## src/design/client_session_rate_lockout_table_assert.svh

```systemverilog
// assertion macros for the client session table
// used by the top level; no other dependencies
`ifndef CLIENT_SESSION_RATE_LOCKOUT_TABLE_ASSERT_SVH
`define CLIENT_SESSION_RATE_LOCKOUT_TABLE_ASSERT_SVH
`ifndef ASSERT_OFF
// check a property on every rising edge outside reset
`define CSRLT_ASSERT(lbl, clk, rstn, prop) \
    lbl: assert property (@(posedge clk) disable iff (!rstn) prop) \
        else $error("csrlt assertion failed");
// check that a condition leads to another in the next cycle
`define CSRLT_ASSERT_NEXT(lbl, clk, rstn, pre, post) \
    lbl: assert property (@(posedge clk) disable iff (!rstn) (pre) |=> (post)) \
        else $error("csrlt assertion failed");
`else
`define CSRLT_ASSERT(lbl, clk, rstn, prop)
`define CSRLT_ASSERT_NEXT(lbl, clk, rstn, pre, post)
`endif
`endif

```

## src/design/csrlt_pkg.sv

```systemverilog
// shared types and constants of the client session table
// no dependencies
`default_nettype none

package csrlt_pkg;

    localparam int FUNC_W       = 4;
    localparam int ID_W         = 32;
    localparam int TIME_W       = 32;
    localparam int CNT8_W       = 8;
    localparam int SLOT_OUT_W   = 3;
    localparam int ACTIVE_OUT_W = 4;
    localparam int RESULT_CAP   = 8;
    localparam int CFG_IDX_W    = 3;
    localparam int CFG_DATA_W   = 32;

    localparam logic [CNT8_W-1:0] COUNT_MAX = 8'hFF;

    // operation codes
    localparam logic [FUNC_W-1:0] FN_CONNECT    = 4'd0;
    localparam logic [FUNC_W-1:0] FN_DISCONNECT = 4'd1;
    localparam logic [FUNC_W-1:0] FN_FRAME      = 4'd2;
    localparam logic [FUNC_W-1:0] FN_ACTIVITY   = 4'd3;
    localparam logic [FUNC_W-1:0] FN_FAIL       = 4'd4;
    localparam logic [FUNC_W-1:0] FN_CLEAR      = 4'd5;
    localparam logic [FUNC_W-1:0] FN_SETAUTH    = 4'd6;
    localparam logic [FUNC_W-1:0] FN_QAUTH      = 4'd7;
    localparam logic [FUNC_W-1:0] FN_QLOCK      = 4'd8;
    localparam logic [FUNC_W-1:0] FN_SCAN       = 4'd9;

    // configuration register indexes
    localparam logic [CFG_IDX_W-1:0] CFG_RATE_WINDOW = 3'd0;
    localparam logic [CFG_IDX_W-1:0] CFG_RATE_LIMIT  = 3'd1;
    localparam logic [CFG_IDX_W-1:0] CFG_MAX_FAILS   = 3'd2;
    localparam logic [CFG_IDX_W-1:0] CFG_LOCKOUT     = 3'd3;
    localparam logic [CFG_IDX_W-1:0] CFG_TIMEOUT     = 3'd4;

    // configuration reset values
    localparam logic [15:0] RST_RATE_WINDOW = 16'd1000;
    localparam logic [7:0]  RST_RATE_LIMIT  = 8'd5;
    localparam logic [7:0]  RST_MAX_FAILS   = 8'd5;
    localparam logic [31:0] RST_LOCKOUT     = 32'd300000;
    localparam logic [31:0] RST_TIMEOUT     = 32'd1800000;

    typedef struct packed {
        logic [15:0] rate_window_ms;
        logic [7:0]  rate_limit;
        logic [7:0]  max_failed_logins;
        logic [31:0] lockout_ms;
        logic [31:0] session_timeout_ms;
    } cfg_t;

    // one session slot as stored in the slot memory
    typedef struct packed {
        logic [ID_W-1:0]   client;
        logic [TIME_W-1:0] last_activity;
        logic [TIME_W-1:0] last_fail;
        logic [TIME_W-1:0] window_start;
        logic [CNT8_W-1:0] fail_count;
        logic [CNT8_W-1:0] rate_count;
        logic              authed;
    } slot_rec_t;

endpackage

`default_nettype wire

```

## src/design/client_session_rate_lockout_table.sv

```systemverilog
// top level of the client session table: sequencer, slot flags and result register
// depends on csrlt_pkg, csrlt_cfg_regs, csrlt_slot_ram, csrlt_slot_update and the
// assertion header
//
// usage
// - request channel: in_valid / in_stall with func, client_id, now_ms, auth_value
// - result channel: out_valid / out_stall with found, answer, slot_index,
//   subject_id, active_clients, last; last marks the final result of a request
// - configuration: cfg_write with cfg_index and cfg_data, write only while idle
// - one request at a time; in_stall is high from acceptance until its final
//   result has been loaded into the result register
// - slot records live in a one-port-read memory walked one slot per cycle,
//   except while a scan hit waits behind a stalled result
// - connect writes the lowest free slot; per-client requests walk until the
//   matching slot, then update it in the exec state
// - a stalled result register holds its result; a result that would replace
//   it waits until the register frees up, and a new request is taken while a
//   final result still waits
// - reset clears the slot flags, the active count and both channels; the
//   configuration returns to its defaults; slot records need no clearing
`default_nettype none
`include "client_session_rate_lockout_table_assert.svh"

module client_session_rate_lockout_table #(
    parameter int MAX_CLIENTS = 8
) (
    input  wire logic                                clk,
    input  wire logic                                rst_n,
    // configuration write port
    input  wire logic                                cfg_write,
    input  wire logic [csrlt_pkg::CFG_IDX_W-1:0]      cfg_index,
    input  wire logic [csrlt_pkg::CFG_DATA_W-1:0]     cfg_data,
    // request channel
    input  wire logic                                in_valid,
    output logic                                     in_stall,
    input  wire logic [csrlt_pkg::FUNC_W-1:0]         func,
    input  wire logic [csrlt_pkg::ID_W-1:0]           client_id,
    input  wire logic [csrlt_pkg::TIME_W-1:0]         now_ms,
    input  wire logic                                auth_value,
    // result channel
    output logic                                     out_valid,
    input  wire logic                                out_stall,
    output logic                                     found,
    output logic                                     answer,
    output logic      [csrlt_pkg::SLOT_OUT_W-1:0]     slot_index,
    output logic      [csrlt_pkg::ID_W-1:0]           subject_id,
    output logic      [csrlt_pkg::ACTIVE_OUT_W-1:0]   active_clients,
    output logic                                     last
);
    import csrlt_pkg::*;

    localparam int SLOT_W = (MAX_CLIENTS > 1) ? $clog2(MAX_CLIENTS) : 1;
    localparam int CNT_W  = $clog2(MAX_CLIENTS + 1);
    localparam int RC_W   = $clog2(RESULT_CAP + 1);
    localparam logic [SLOT_W-1:0] LAST_SLOT = SLOT_W'(MAX_CLIENTS - 1);

    typedef enum logic [2:0] {
        ST_IDLE,
        ST_SEARCH,
        ST_EXEC,
        ST_CONN,
        ST_SCAN,
        ST_FLUSH
    } state_t;

    // output field width adapters
    function automatic logic [SLOT_OUT_W-1:0] slot_out(input logic [SLOT_W-1:0] s);
        logic [31:0] w;
        w = 32'(s);
        return w[SLOT_OUT_W-1:0];
    endfunction

    function automatic logic [ACTIVE_OUT_W-1:0] active_out(input logic [CNT_W-1:0] a);
        logic [31:0] w;
        w = 32'(a);
        return w[ACTIVE_OUT_W-1:0];
    endfunction

    cfg_t cfg;

    // control state
    state_t                  state_reg,      state_next;
    logic [SLOT_W-1:0]       chk_reg,        chk_next;
    logic [MAX_CLIENTS-1:0]  in_use_reg,     in_use_next;
    logic [CNT_W-1:0]        active_reg,     active_next;
    logic                    pend_valid_reg, pend_valid_next;
    logic [RC_W-1:0]         found_cnt_reg,  found_cnt_next;
    logic                    out_valid_reg,  out_valid_next;

    // captured request
    logic [FUNC_W-1:0]       func_reg,       func_next;
    logic [ID_W-1:0]         id_reg,         id_next;
    logic [TIME_W-1:0]       now_reg,        now_next;
    logic                    authv_reg,      authv_next;

    // pending scan hit, held until the next one shows whether it is the last
    logic [SLOT_W-1:0]       pend_slot_reg,  pend_slot_next;
    logic [ID_W-1:0]         pend_id_reg,    pend_id_next;

    // result register
    logic                    out_found_reg,  out_found_next;
    logic                    out_answer_reg, out_answer_next;
    logic [SLOT_OUT_W-1:0]   out_slot_reg,   out_slot_next;
    logic [ID_W-1:0]         out_subj_reg,   out_subj_next;
    logic [ACTIVE_OUT_W-1:0] out_active_reg, out_active_next;
    logic                    out_last_reg,   out_last_next;

    // memory interface
    logic                    mem_we;
    logic [SLOT_W-1:0]       mem_waddr;
    slot_rec_t               mem_wdata;
    logic [SLOT_W-1:0]       mem_raddr;
    slot_rec_t               rd_rec;

    slot_rec_t               upd_rec;
    logic                    upd_answer;
    slot_rec_t               conn_rec;

    logic                    accept;
    logic                    out_free;
    logic                    hit;
    logic                    timed_out;
    logic [TIME_W-1:0]       idle_age;
    logic [RC_W-1:0]         cnt_inc;
    logic                    free_any;
    logic [SLOT_W-1:0]       free_idx;
    logic                    advance;

    csrlt_cfg_regs u_cfg (
        .clk       (clk),
        .rst_n     (rst_n),
        .cfg_write (cfg_write),
        .cfg_index (cfg_index),
        .cfg_data  (cfg_data),
        .cfg       (cfg)
    );

    csrlt_slot_ram #(
        .DEPTH  (MAX_CLIENTS),
        .ADDR_W (SLOT_W),
        .WIDTH  ($bits(slot_rec_t))
    ) u_ram (
        .clk   (clk),
        .we    (mem_we),
        .waddr (mem_waddr),
        .wdata (mem_wdata),
        .raddr (mem_raddr),
        .rdata (rd_rec)
    );

    csrlt_slot_update u_upd (
        .func       (func_reg),
        .now_ms     (now_reg),
        .auth_value (authv_reg),
        .cfg        (cfg),
        .rec_in     (rd_rec),
        .rec_out    (upd_rec),
        .answer     (upd_answer)
    );

    assign accept   = in_valid && !in_stall;
    assign out_free = !out_valid_reg || !out_stall;

    // rd_rec always holds the record of slot chk_reg
    assign hit       = in_use_reg[chk_reg] && (rd_rec.client == id_reg);
    assign idle_age  = now_reg - rd_rec.last_activity;
    assign timed_out = in_use_reg[chk_reg] && (idle_age > cfg.session_timeout_ms);
    assign cnt_inc   = found_cnt_reg + RC_W'(1);

    // lowest free slot for connect
    always_comb
    begin
        free_any = 1'b0;
        free_idx = '0;
        for (int i = MAX_CLIENTS - 1; i >= 0; i--)
        begin
            if (!in_use_reg[i])
            begin
                free_any = 1'b1;
                free_idx = SLOT_W'(i);
            end
        end
    end

    // fresh record written by connect
    always_comb
    begin
        conn_rec               = '0;
        conn_rec.client        = id_reg;
        conn_rec.last_activity = now_reg;
    end

    // read address: slot 0 while idle, then step through the table
    always_comb
    begin
        if (state_reg == ST_IDLE)
        begin
            mem_raddr = '0;
        end
        else if (advance)
        begin
            mem_raddr = chk_reg + SLOT_W'(1);
        end
        else
        begin
            mem_raddr = chk_reg;
        end
    end

    // the slot under check follows the read address
    assign chk_next = mem_raddr;

    // sequencer
    always_comb
    begin
        state_next      = state_reg;
        in_use_next     = in_use_reg;
        active_next     = active_reg;
        pend_valid_next = pend_valid_reg;
        found_cnt_next  = found_cnt_reg;
        func_next       = func_reg;
        id_next         = id_reg;
        now_next        = now_reg;
        authv_next      = authv_reg;
        pend_slot_next  = pend_slot_reg;
        pend_id_next    = pend_id_reg;
        out_valid_next  = out_valid_reg && out_stall;
        out_found_next  = out_found_reg;
        out_answer_next = out_answer_reg;
        out_slot_next   = out_slot_reg;
        out_subj_next   = out_subj_reg;
        out_active_next = out_active_reg;
        out_last_next   = out_last_reg;
        mem_we          = 1'b0;
        mem_waddr       = chk_reg;
        mem_wdata       = upd_rec;
        advance         = 1'b0;

        unique case (state_reg)
            ST_IDLE:
            begin
                if (accept)
                begin
                    func_next       = func;
                    id_next         = client_id;
                    now_next        = now_ms;
                    authv_next      = auth_value;
                    pend_valid_next = 1'b0;
                    found_cnt_next  = '0;
                    if (func == FN_CONNECT)
                    begin
                        state_next = ST_CONN;
                    end
                    else if (func == FN_SCAN)
                    begin
                        state_next = ST_SCAN;
                    end
                    else if (func <= FN_QLOCK)
                    begin
                        state_next = ST_SEARCH;
                    end
                    else
                    begin
                        // unused operation codes answer with an empty result
                        state_next = ST_FLUSH;
                    end
                end
            end

            ST_SEARCH:
            begin
                if (hit)
                begin
                    state_next = ST_EXEC;
                end
                else if (chk_reg == LAST_SLOT)
                begin
                    state_next = ST_FLUSH;  // unknown client
                end
                else
                begin
                    advance = 1'b1;
                end
            end

            ST_EXEC:
            begin
                if (out_free)
                begin
                    mem_we = 1'b1;
                    if (func_reg == FN_DISCONNECT)
                    begin
                        in_use_next[chk_reg] = 1'b0;
                        if (active_reg != '0)
                        begin
                            active_next = active_reg - CNT_W'(1);
                        end
                    end
                    out_valid_next  = 1'b1;
                    out_found_next  = 1'b1;
                    out_answer_next = upd_answer;
                    out_slot_next   = slot_out(chk_reg);
                    out_subj_next   = rd_rec.client;
                    out_active_next = active_out(active_next);
                    out_last_next   = 1'b1;
                    state_next      = ST_IDLE;
                end
            end

            ST_CONN:
            begin
                if (out_free)
                begin
                    out_valid_next  = 1'b1;
                    out_answer_next = 1'b0;
                    out_last_next   = 1'b1;
                    if (free_any)
                    begin
                        mem_we                = 1'b1;
                        mem_waddr             = free_idx;
                        mem_wdata             = conn_rec;
                        in_use_next[free_idx] = 1'b1;
                        active_next           = active_reg + CNT_W'(1);
                        out_found_next        = 1'b1;
                        out_slot_next         = slot_out(free_idx);
                        out_subj_next         = id_reg;
                    end
                    else
                    begin
                        out_found_next = 1'b0;
                        out_slot_next  = '0;
                        out_subj_next  = '0;
                    end
                    out_active_next = active_out(active_next);
                    state_next      = ST_IDLE;
                end
            end

            ST_SCAN:
            begin
                if (timed_out && pend_valid_reg && !out_free)
                begin
                    // previous hit cannot leave yet: hold on this slot
                    advance = 1'b0;
                end
                else
                begin
                    if (timed_out)
                    begin
                        if (pend_valid_reg)
                        begin
                            out_valid_next  = 1'b1;
                            out_found_next  = 1'b1;
                            out_answer_next = 1'b0;
                            out_slot_next   = slot_out(pend_slot_reg);
                            out_subj_next   = pend_id_reg;
                            out_active_next = active_out(active_reg);
                            out_last_next   = 1'b0;
                        end
                        pend_valid_next = 1'b1;
                        pend_slot_next  = chk_reg;
                        pend_id_next    = rd_rec.client;
                        found_cnt_next  = cnt_inc;
                    end
                    if ((chk_reg == LAST_SLOT) ||
                        (timed_out && (cnt_inc == RC_W'(RESULT_CAP))))
                    begin
                        state_next = ST_FLUSH;
                    end
                    else
                    begin
                        advance = 1'b1;
                    end
                end
            end

            ST_FLUSH:
            begin
                // final result: the pending scan hit, or an empty result
                if (out_free)
                begin
                    out_valid_next  = 1'b1;
                    out_found_next  = pend_valid_reg;
                    out_answer_next = 1'b0;
                    out_slot_next   = pend_valid_reg ? slot_out(pend_slot_reg) : '0;
                    out_subj_next   = pend_valid_reg ? pend_id_reg : '0;
                    out_active_next = active_out(active_reg);
                    out_last_next   = 1'b1;
                    pend_valid_next = 1'b0;
                    state_next      = ST_IDLE;
                end
            end

            default:
            begin
                state_next = ST_IDLE;
            end
        endcase
    end

    always_ff @(posedge clk or negedge rst_n)
    begin
        if (!rst_n)
        begin
            state_reg      <= ST_IDLE;
            chk_reg        <= '0;
            in_use_reg     <= '0;
            active_reg     <= '0;
            pend_valid_reg <= 1'b0;
            found_cnt_reg  <= '0;
            func_reg       <= '0;
            id_reg         <= '0;
            now_reg        <= '0;
            authv_reg      <= 1'b0;
            pend_slot_reg  <= '0;
            pend_id_reg    <= '0;
            out_valid_reg  <= 1'b0;
            out_found_reg  <= 1'b0;
            out_answer_reg <= 1'b0;
            out_slot_reg   <= '0;
            out_subj_reg   <= '0;
            out_active_reg <= '0;
            out_last_reg   <= 1'b0;
        end
        else
        begin
            state_reg      <= state_next;
            chk_reg        <= chk_next;
            in_use_reg     <= in_use_next;
            active_reg     <= active_next;
            pend_valid_reg <= pend_valid_next;
            found_cnt_reg  <= found_cnt_next;
            func_reg       <= func_next;
            id_reg         <= id_next;
            now_reg        <= now_next;
            authv_reg      <= authv_next;
            pend_slot_reg  <= pend_slot_next;
            pend_id_reg    <= pend_id_next;
            out_valid_reg  <= out_valid_next;
            out_found_reg  <= out_found_next;
            out_answer_reg <= out_answer_next;
            out_slot_reg   <= out_slot_next;
            out_subj_reg   <= out_subj_next;
            out_active_reg <= out_active_next;
            out_last_reg   <= out_last_next;
        end
    end

    assign in_stall       = (state_reg != ST_IDLE);
    assign out_valid      = out_valid_reg;
    assign found          = out_found_reg;
    assign answer         = out_answer_reg;
    assign slot_index     = out_slot_reg;
    assign subject_id     = out_subj_reg;
    assign active_clients = out_active_reg;
    assign last           = out_last_reg;

    // active count tracks the slot flags
    `CSRLT_ASSERT(a_active_matches_flags, clk, rst_n, active_reg == CNT_W'($countones(in_use_reg)))
    // an empty result always closes its request
    `CSRLT_ASSERT(a_empty_is_last, clk, rst_n, (out_valid_reg && !out_found_reg) |-> out_last_reg)
    // no scan hit is left behind once the block is idle again
    `CSRLT_ASSERT(a_idle_no_pending, clk, rst_n, (state_reg == ST_IDLE) |-> !pend_valid_reg)
    // a slot write finishes the request in the following cycle
    `CSRLT_ASSERT_NEXT(a_write_ends_request, clk, rst_n, mem_we, state_reg == ST_IDLE)

endmodule

`default_nettype wire

```

## src/design/csrlt_cfg_regs.sv

```systemverilog
// configuration registers of the client session table
// depends on csrlt_pkg
`default_nettype none

module csrlt_cfg_regs (
    input  wire logic                            clk,
    input  wire logic                            rst_n,
    input  wire logic                            cfg_write,
    input  wire logic [csrlt_pkg::CFG_IDX_W-1:0]  cfg_index,
    input  wire logic [csrlt_pkg::CFG_DATA_W-1:0] cfg_data,
    output csrlt_pkg::cfg_t                      cfg
);
    import csrlt_pkg::*;

    cfg_t cfg_reg;

    always_ff @(posedge clk or negedge rst_n)
    begin
        if (!rst_n)
        begin
            cfg_reg.rate_window_ms     <= RST_RATE_WINDOW;
            cfg_reg.rate_limit         <= RST_RATE_LIMIT;
            cfg_reg.max_failed_logins  <= RST_MAX_FAILS;
            cfg_reg.lockout_ms         <= RST_LOCKOUT;
            cfg_reg.session_timeout_ms <= RST_TIMEOUT;
        end
        else if (cfg_write)
        begin
            unique case (cfg_index)
                CFG_RATE_WINDOW: cfg_reg.rate_window_ms     <= cfg_data[15:0];
                CFG_RATE_LIMIT:  cfg_reg.rate_limit         <= cfg_data[7:0];
                CFG_MAX_FAILS:   cfg_reg.max_failed_logins  <= cfg_data[7:0];
                CFG_LOCKOUT:     cfg_reg.lockout_ms         <= cfg_data;
                CFG_TIMEOUT:     cfg_reg.session_timeout_ms <= cfg_data;
                default:         ;  // writes beyond the list are dropped
            endcase
        end
    end

    assign cfg = cfg_reg;

endmodule

`default_nettype wire

```

## src/design/csrlt_slot_ram.sv

```systemverilog
// slot memory: one write port, one read port with registered read data
// no dependencies
`default_nettype none

module csrlt_slot_ram #(
    parameter int DEPTH  = 8,
    parameter int ADDR_W = 3,
    parameter int WIDTH  = 145
) (
    input  wire logic              clk,
    input  wire logic              we,
    input  wire logic [ADDR_W-1:0] waddr,
    input  wire logic [WIDTH-1:0]  wdata,
    input  wire logic [ADDR_W-1:0] raddr,
    output logic      [WIDTH-1:0]  rdata
);

    logic [WIDTH-1:0] mem [DEPTH];
    logic [WIDTH-1:0] rdata_reg;

    always_ff @(posedge clk)
    begin
        if (we)
        begin
            mem[waddr] <= wdata;
        end
        rdata_reg <= mem[raddr];
    end

    assign rdata = rdata_reg;

endmodule

`default_nettype wire

```

## src/design/csrlt_slot_update.sv

```systemverilog
// per-request update of one matched session slot and its answer bit
// depends on csrlt_pkg
`default_nettype none

module csrlt_slot_update (
    input  wire logic [csrlt_pkg::FUNC_W-1:0] func,
    input  wire logic [csrlt_pkg::TIME_W-1:0] now_ms,
    input  wire logic                         auth_value,
    input  wire csrlt_pkg::cfg_t              cfg,
    input  wire csrlt_pkg::slot_rec_t         rec_in,
    output csrlt_pkg::slot_rec_t              rec_out,
    output logic                              answer
);
    import csrlt_pkg::*;

    logic [TIME_W-1:0] win_age;
    logic [TIME_W-1:0] fail_age;
    logic [CNT8_W-1:0] rate_inc;

    assign win_age  = now_ms - rec_in.window_start;
    assign fail_age = now_ms - rec_in.last_fail;
    assign rate_inc = (rec_in.rate_count != COUNT_MAX) ? rec_in.rate_count + 8'd1
                                                        : rec_in.rate_count;

    always_comb
    begin
        rec_out = rec_in;
        answer  = 1'b0;
        unique case (func)
            FN_DISCONNECT:
            begin
                rec_out.authed     = 1'b0;
                rec_out.fail_count = '0;
            end
            FN_FRAME:
            begin
                if (win_age > {16'd0, cfg.rate_window_ms})
                begin
                    rec_out.window_start = now_ms;
                    rec_out.rate_count   = 8'd1;
                    answer               = 1'b1;
                end
                else
                begin
                    rec_out.rate_count = rate_inc;
                    answer             = (rate_inc <= cfg.rate_limit);
                end
            end
            FN_ACTIVITY:
            begin
                rec_out.last_activity = now_ms;
            end
            FN_FAIL:
            begin
                if (rec_in.fail_count != COUNT_MAX)
                begin
                    rec_out.fail_count = rec_in.fail_count + 8'd1;
                end
                rec_out.last_fail = now_ms;
            end
            FN_CLEAR:
            begin
                rec_out.fail_count = '0;
                rec_out.last_fail  = '0;
            end
            FN_SETAUTH:
            begin
                rec_out.authed     = auth_value;
                rec_out.fail_count = '0;
                rec_out.last_fail  = '0;
            end
            FN_QAUTH:
            begin
                answer = rec_in.authed;
            end
            FN_QLOCK:
            begin
                answer = (rec_in.fail_count >= cfg.max_failed_logins) &&
                         (fail_age < cfg.lockout_ms);
            end
            default: ;
        endcase
    end

endmodule

`default_nettype wire

```

## config.mk

```make
export PLATFORM = sky130hd
export DESIGN_NAME = client_session_rate_lockout_table
export DESIGN_NICKNAME = d
export VERILOG_FILES = /design/src/design/csrlt_pkg.sv /design/src/design/client_session_rate_lockout_table.sv /design/src/design/csrlt_cfg_regs.sv /design/src/design/csrlt_slot_ram.sv /design/src/design/csrlt_slot_update.sv
export VERILOG_INCLUDE_DIRS = /design/src /design/src/design
export SDC_FILE = /design/constraint.sdc
export NUM_CORES = 2
export LEC_CHECK = 0
export BUFFER_PORTS_ARGS = -buffer_cell sky130_fd_sc_hd__buf_4
export CAP_MARGIN = 20
export CORE_ASPECT_RATIO = 1.5
export CORE_MARGIN = 2
export CORE_UTILIZATION = 57
export CTS_CLUSTER_DIAMETER = 100
export DETAILED_ROUTE_END_ITERATION = 10
export PLACE_DENSITY = 0.76
export SYNTH_ARGS = -nofsm -noshare
export SYNTH_HDL_FRONTEND = slang
export SYNTH_HIERARCHICAL = 1
export SYNTH_SLANG_ARGS = --single-unit
```

## constraint.sdc

```tcl
create_clock -name clk -period 12.2 [get_ports clk]
set_input_delay 0.61 -clock clk [delete_from_list [all_inputs] [get_ports clk]]
set_output_delay 0.61 -clock clk [all_outputs]
set_load 0.02 [all_outputs]
```

---- After elaboration in Yosys (flattened, before gate mapping) ----
Memories as Yosys holds them, arrays and structs flattened. A register that Yosys moved wholly into a read port is not among the register bits.
Index checks and enable logic that the tools add are counted.
Widths: inputs -> output; s select.
word-level totals
  register bits after elaboration ......... 266
  memory bits (writable) .................. 1160
  output and inout bits ................... 44
  word-level logic and storage cells ...... 254
  memories ................................ 1
cells by class
  add/subtract/negate cells ............... 9
  magnitude comparators ................... 10
  eq/ne operators ......................... 36
  muxes and demuxes ....................... 124
  bitwise logic cells ..................... 4
  reductions and logical operators ........ 46
memory list
  memory     depth  bits a word  rd ports  clocked after memory_dff  wr ports  RTL line              text
  u_ram.mem  8      145          1         1                         1         csrlt_slot_ram.sv:18  logic [WIDTH-1:0] mem [DEPTH];
operators with widths
  kind                 count
  $mux 145             3
  $mux 32              11
  $pmux 32 s4          1
  $sub 32x32->32       3
  $mux 3               30
  $mux 8               8
  $pmux 32 s2          1
  $mux 4               12
  $mux 1               39
  $eq 32x32->1         1
  $gt 32x16->1         1
  $gt 32x32->1         1
  $lt 32x32->1         1
  $pmux 8 s2           2
  $pmux 3 s4           2
  $ne 2x2->1 const B   10
  $reduce_and 5->1     4
  $add 8x1->8 const B  2
  $eq 4x3->1 const B   4
  $ne 8x8->1 const B   2
  $pmux 4 s2           2
  $pmux 4 s4           1
  $eq 3x2->1 const B   4
  $eq 3x3->1 const B   4
  other kinds (38)     80

---- Longest topological paths before layout ----
  depth after elaboration ................. 16
  mapped depth ............................ 29
  mapped depth without buffers ............ 26

---- Hierarchy ----
Netlist, hierarchy kept.
modules (own cells, without submodules)
  module                             times used  cells an instance  area each (um2)  sequential area each (um2)
  csrlt_slot_ram                     1           1833               46390.7          37736.2
  client_session_rate_lockout_table  1           1327               11830.1          4254.1
  csrlt_slot_update                  1           1029               7355.8           0.0
  csrlt_cfg_regs                     1           207                3657.3           2438.6

---- Worst setup path before layout ----
Ideal clock, no wire load.
  path type ............................... register -> register
  from .................................... register state_reg[1]
  to ...................................... memory u_ram.mem[0][0], enable pin
  arrival time ............................ 11.784 ns
  required time ........................... 11.373 ns
  setup slack ............................. -0.411 ns
  stages on the path, launching flop included .. 11
  buffers on the path ..................... 3
  period minus slack after synthesis ...... 12.611 ns
  path through ............................ dfrtp_1 > buf_2 > nor2b_1 > nand2_1 > a21oi_2 > nand2_1 > clkbuf_1 > clkbuf_1 > nand2_1 > o21ai_0 > nor3_1
RTL lines
  item                    RTL line                                  text
  from (decl)             client_session_rate_lockout_table.sv:82   state_t state_reg, state_next;
  from (signal assigned)  client_session_rate_lockout_table.sv:427  state_reg <= state_next;
  $eq 3x2->1              client_session_rate_lockout_table.sv:239  unique case (state_reg)
  $mux 3                  client_session_rate_lockout_table.sv:239
  named net mem_waddr[0]  client_session_rate_lockout_table.sv:110  logic [SLOT_W-1:0] mem_waddr;
  to (decl)               csrlt_slot_ram.sv:18
The timed path passes the listed nets, and every way through them passes these cells.

---- Final worst setup path ----
  from .................................... register now_reg[0]
  to ...................................... register u_ram.rdata_reg[34] (netlist: u_ram/rdata[34]), read port of u_ram.mem
between the ends
  longest elaborated chain between the ends .. 10
RTL lines
  item                    RTL line                                  text
  from (decl)             client_session_rate_lockout_table.sv:93   logic [TIME_W-1:0] now_reg, now_next;
  from (signal assigned)  client_session_rate_lockout_table.sv:435  now_reg <= now_next;
  $sub 32x32->32 *        client_session_rate_lockout_table.sv:166  assign idle_age = now_reg - rd_rec.last_activity;
  $gt 32x32->1 *          client_session_rate_lockout_table.sv:167  assign timed_out = in_use_reg[chk_reg] && (idle_age > cfg.session_timeout_ms);
  $logic_and 1x1->1 *     client_session_rate_lockout_table.sv:167
  $logic_and 1x1->1       client_session_rate_lockout_table.sv:366  (timed_out && (cnt_inc == RC_W'(RESULT_CAP))))
  $logic_or 1x1->1        client_session_rate_lockout_table.sv:365  if ((chk_reg == LAST_SLOT) ||
  $mux 1                  client_session_rate_lockout_table.sv:365
  $mux 1 *                client_session_rate_lockout_table.sv:341  if (timed_out && pend_valid_reg && !out_free)
  $pmux 1 s2 *            client_session_rate_lockout_table.sv:239
  $mux 3 *                client_session_rate_lockout_table.sv:200  else if (advance)
  $mux 3 *                client_session_rate_lockout_table.sv:196  if (state_reg == ST_IDLE)
  named net chk_next[2]   client_session_rate_lockout_table.sv:83   logic [SLOT_W-1:0] chk_reg, chk_next;
  to (decl)               csrlt_slot_ram.sv:19                      logic [WIDTH-1:0] rdata_reg;
Mark *: on every way through the listed nets, which the timed path passes. The rest lies on a longest branch.
A chain may end at the register's enable or synchronous reset.

==> impl_results.md <==
- Outcome: finished, final reports clean
- Final wirelength: 166000 um
- Post-synth top area share: 0.503
- Critical Path AT: 8920 ps
- Clock share of power: 0.194
- Gr usage total: 0.272
- Largest net degree at the start of global routing: 164
- Max Root-Sink Buffers: 3
- Post-synth EDFFs: roughly 1200
- Hold buffers post-CTS: 1
- Vias: roughly 39000
- # rows: 156
- Mapped Cells: 4396
- Starting DRT DRC Count: between 4000 and 5000
- Worst Clk Skew: 31.2 ps
- Final HPWL DP: 100000 um
- Clock root buffer: clkbuf_16
- Post-DR wirelength/cell: 26.6 um
- Primary FF master, synth: edfxtp_1
- Pwr/cell area: 301 nW/um2
- TNS Setup: 0 ps
- Max-Cap Viols: 0
- RR Startpoint: now_reg[0]$_DFFE_PN0P_
- Pre-antenna DRT Iters: 6
- Critical path class: flop to flop
- Crit-path max FO: 57
- Largest register FFs: 1160
- Syn-to-layout area delta: 10.5%
- Residual DRC: 0
- Total CTS buffers: 142
- Final core area utilization: 0.635
- Sw Share: 0.368
- Startpoint Class: flop
- Leakage: 0.0277 uW
- Ports: 153
- WHS Endpoint: id_reg[8]$_DFFE_PN0P_
- CTS tree: done
- CTS Sinks: 1571
- Internal: 14500 uW
- Max Freq: 0.121 GHz
- Post-CTS Setup Bufs: 0
- Synthesized area: 69200 um2
- Comb pwr share: 0.461
- Chip width: ~290 um
- Final GP Congestion: 0.902
- Post-CTS Resized: 0
- Register area share after synthesis: 0.642
- Worst endpoint required time: 12860 ps
- Final hold vios: 0
- Grt ovf: 0
- Initial Util: 0.575
- Slew Limit Fails: 0
- Nets: 4846
- Post-synth net total: 4704
- RSZ-0062 raised after global routing: no
- Final Cycle Share: 0.677
- Synth Register Bits: 1571
- Top cell type by total area after synthesis: edfxtp_1
- Reg2Reg Setup Slack: ~4000 ps
- Share of layout cells above drive strength 1: 0.263
- Synth Warn #: 6
- Worst-path clk slew: around 70 ps
- Ant diodes: 0
- Highest ir drop seen on vdd: around 0.43 mV
- First-pass GRT wire length: ~250000 um
- Final min period: about 8300 ps
- Number of global-route vias before repair: 40656
- Worst Hold Launch: client_id[8]
- Min-Delay Path Depth: 2
- Clk_lat worst skew: about 790 ps
- Total core area: approximately 120000 um2
- Antenna violations before repair: 1
- Average cell area after synthesis: 15.7 um2
- Die area: 124000 um2
- Synth cell types: 96
- R2R depth: 27
- Sequential share of power: 0.346
- Switch Pwr: 8460 uW
- # setup viols final: 0
- Port Buffers: 152
- FF-to-FF End: u_ram/rdata[34]$_DFF_P_
- Total power: approximately 23000 uW
- Hold Path Class: primary input to flop
- Die Y: 431 um
- Synth top area cells: edfxtp_1 50%, mux4_2 9.4%, dfrtp_1 8.6%
- Max-slew headroom: 0.229
- Antenna-violating nets left: 0
- FFs w/ async S/R, synth: 0.169
- Least-Margin Pin Slew: 1150 ps
- Vias per cell: roughly 6.3
- CP endpoint kind: flop
- Htree depth: 4
-- cell type report --
type                    instances  area, um2
fillers                      8339      43900
clock inverters                57        593
repair buffers                218       1710
multi-input cells            2390      22900
flip-flops and latches       1571      44400
clock buffers                 208       4070
well taps                    1580       1980
inverters                     215        807
-- worst max-delay path, stage by stage, from the launching register on --
cell and delay, ps:
dfrtp_1 410, inv_1 100, ha_1 190, inv_1 60, fa_1 420, a211oi_1 250, o21ai_1 210, o211ai_1 380
a21oi_1 140, a21oi_2 200, a31oi_1 270, a2111oi_2 360, o21bai_1 110, a21oi_1 170, xnor2_1 90, ha_1 270
nand4_1 130, or4_1 570, a21oi_1 140, nand3_1 180, and2_4 250, o21ai_2 240, mux2i_1 220, or2_4 610
buf_4 570, buf_4 760, mux4_2 430, mux2_2 280
-- kinds of logic after synthesis --
| family | after synthesis | synth area share |
|---|---|---|
| AO/OA/AOI/OAI | 574 | 0.0593 |
| adder cells (fa/ha/maj) | 199 | 0.0363 |
| XOR/XNOR | 113 | 0.0143 |
| buffers and inverters | 435 | 0.0292 |
| flip-flops | 1571 | 0.642 |
| multiplexers | 710 | 0.164 |
| AND/OR/NAND/NOR | 794 | 0.0552 |
-- cell usage in the layout (no fill, tap or decap), drive strengths merged, types with 45 or more instances in the layout --
cell type and count:
inv 224, o21ai 103, mux4 290, and2 96, xnor2 86, a21o 64, nor2 144, dfxtp 145
ha 196, mux2 413, nand3 53, edfxtp 1160, dfrtp 237, a21oi 136, nand4 45, nand2 310
buf 216, clkbuf 209
-- power groups by stage --
stage                     logic, uW  registers, uW  clock network [uW]
after CTS                     10600           7930                4530
after detailed placement      10500           8020                   0
after global routing          11600           8000                4720
after global placement        10300           8020                   0
after floorplan                8070           7750                   0
final                         10600           7940                4460
-- cell usage after synthesis, types with 25 or more instances --
| cell type | count |
|---|---|
| mux4_2 | 290 |
| a21oi_1 | 131 |
| buf_4 | 37 |
| o21a_1 | 31 |
| dfstp_2 | 29 |
| inv_1 | 215 |
| nand2_1 | 309 |
| nor3_1 | 36 |
| and2_1 | 94 |
| xnor2_1 | 86 |
| ha_1 | 196 |
| nand3_1 | 53 |
| nor2_1 | 144 |
| buf_2 | 54 |
| a22o_1 | 39 |
| a21o_1 | 64 |
| nand4_1 | 44 |
| mux2_4 | 29 |
| o21ai_0 | 93 |
| edfxtp_1 | 1160 |
| clkbuf_1 | 103 |
| dfrtp_1 | 237 |
| dfxtp_1 | 145 |
| nor2b_1 | 26 |
| xor2_1 | 27 |
| mux2_2 | 373 |
| nand2b_1 | 25 |
| a222oi_1 | 33 |
-- worst max-delay path by stage --
stage | startpoint | end | slack, ps | depth (start not counted)
floorplan | state_reg[1]$_DFFE_PN0P_ | u_ram/mem[0][0]$_DFFE_PP_ | -410 | 10
global placement | now_reg[0]$_DFFE_PN0P_ | u_ram/rdata[41]$_DFF_P_ | 4180 | 27
detailed placement | now_reg[0]$_DFFE_PN0P_ | u_ram/rdata[97]$_DFF_P_ | 4100 | 27
CTS | now_reg[0]$_DFFE_PN0P_ | u_ram/rdata[34]$_DFF_P_ | 4020 | 27
global route | now_reg[1]$_DFFE_PN0P_ | u_ram/rdata[98]$_DFF_P_ | 3490 | 24
finish | now_reg[0]$_DFFE_PN0P_ | u_ram/rdata[34]$_DFF_P_ | 3940 | 27
-- metal layers --
layer	wire length, um	up-vias	track usage
met5	0	-	0
met4	6970	0	0.117
met3	11400	325	0.0424
met2	84700	1655	0.461
met1	63100	20330	0.349
li1	-	17114	-
-- stage by stage --
step / instances / instance area [um2] / setup slack [ps] / hold slack, ps
global placement: 5971 / 71800 / 4180 / 468
CTS: 6237 / 76500 / 4020 / 1.30
floorplan: 4396 / 69200 / -411 / 314
global route: 6239 / 76500 / 3490 / 31.1
finish: 6239 / 76500 / 3940 / 51.2
detailed placement: 5971 / 71800 / 4100 / 479
No activity file was read; power rests on OpenSTA's default activity.
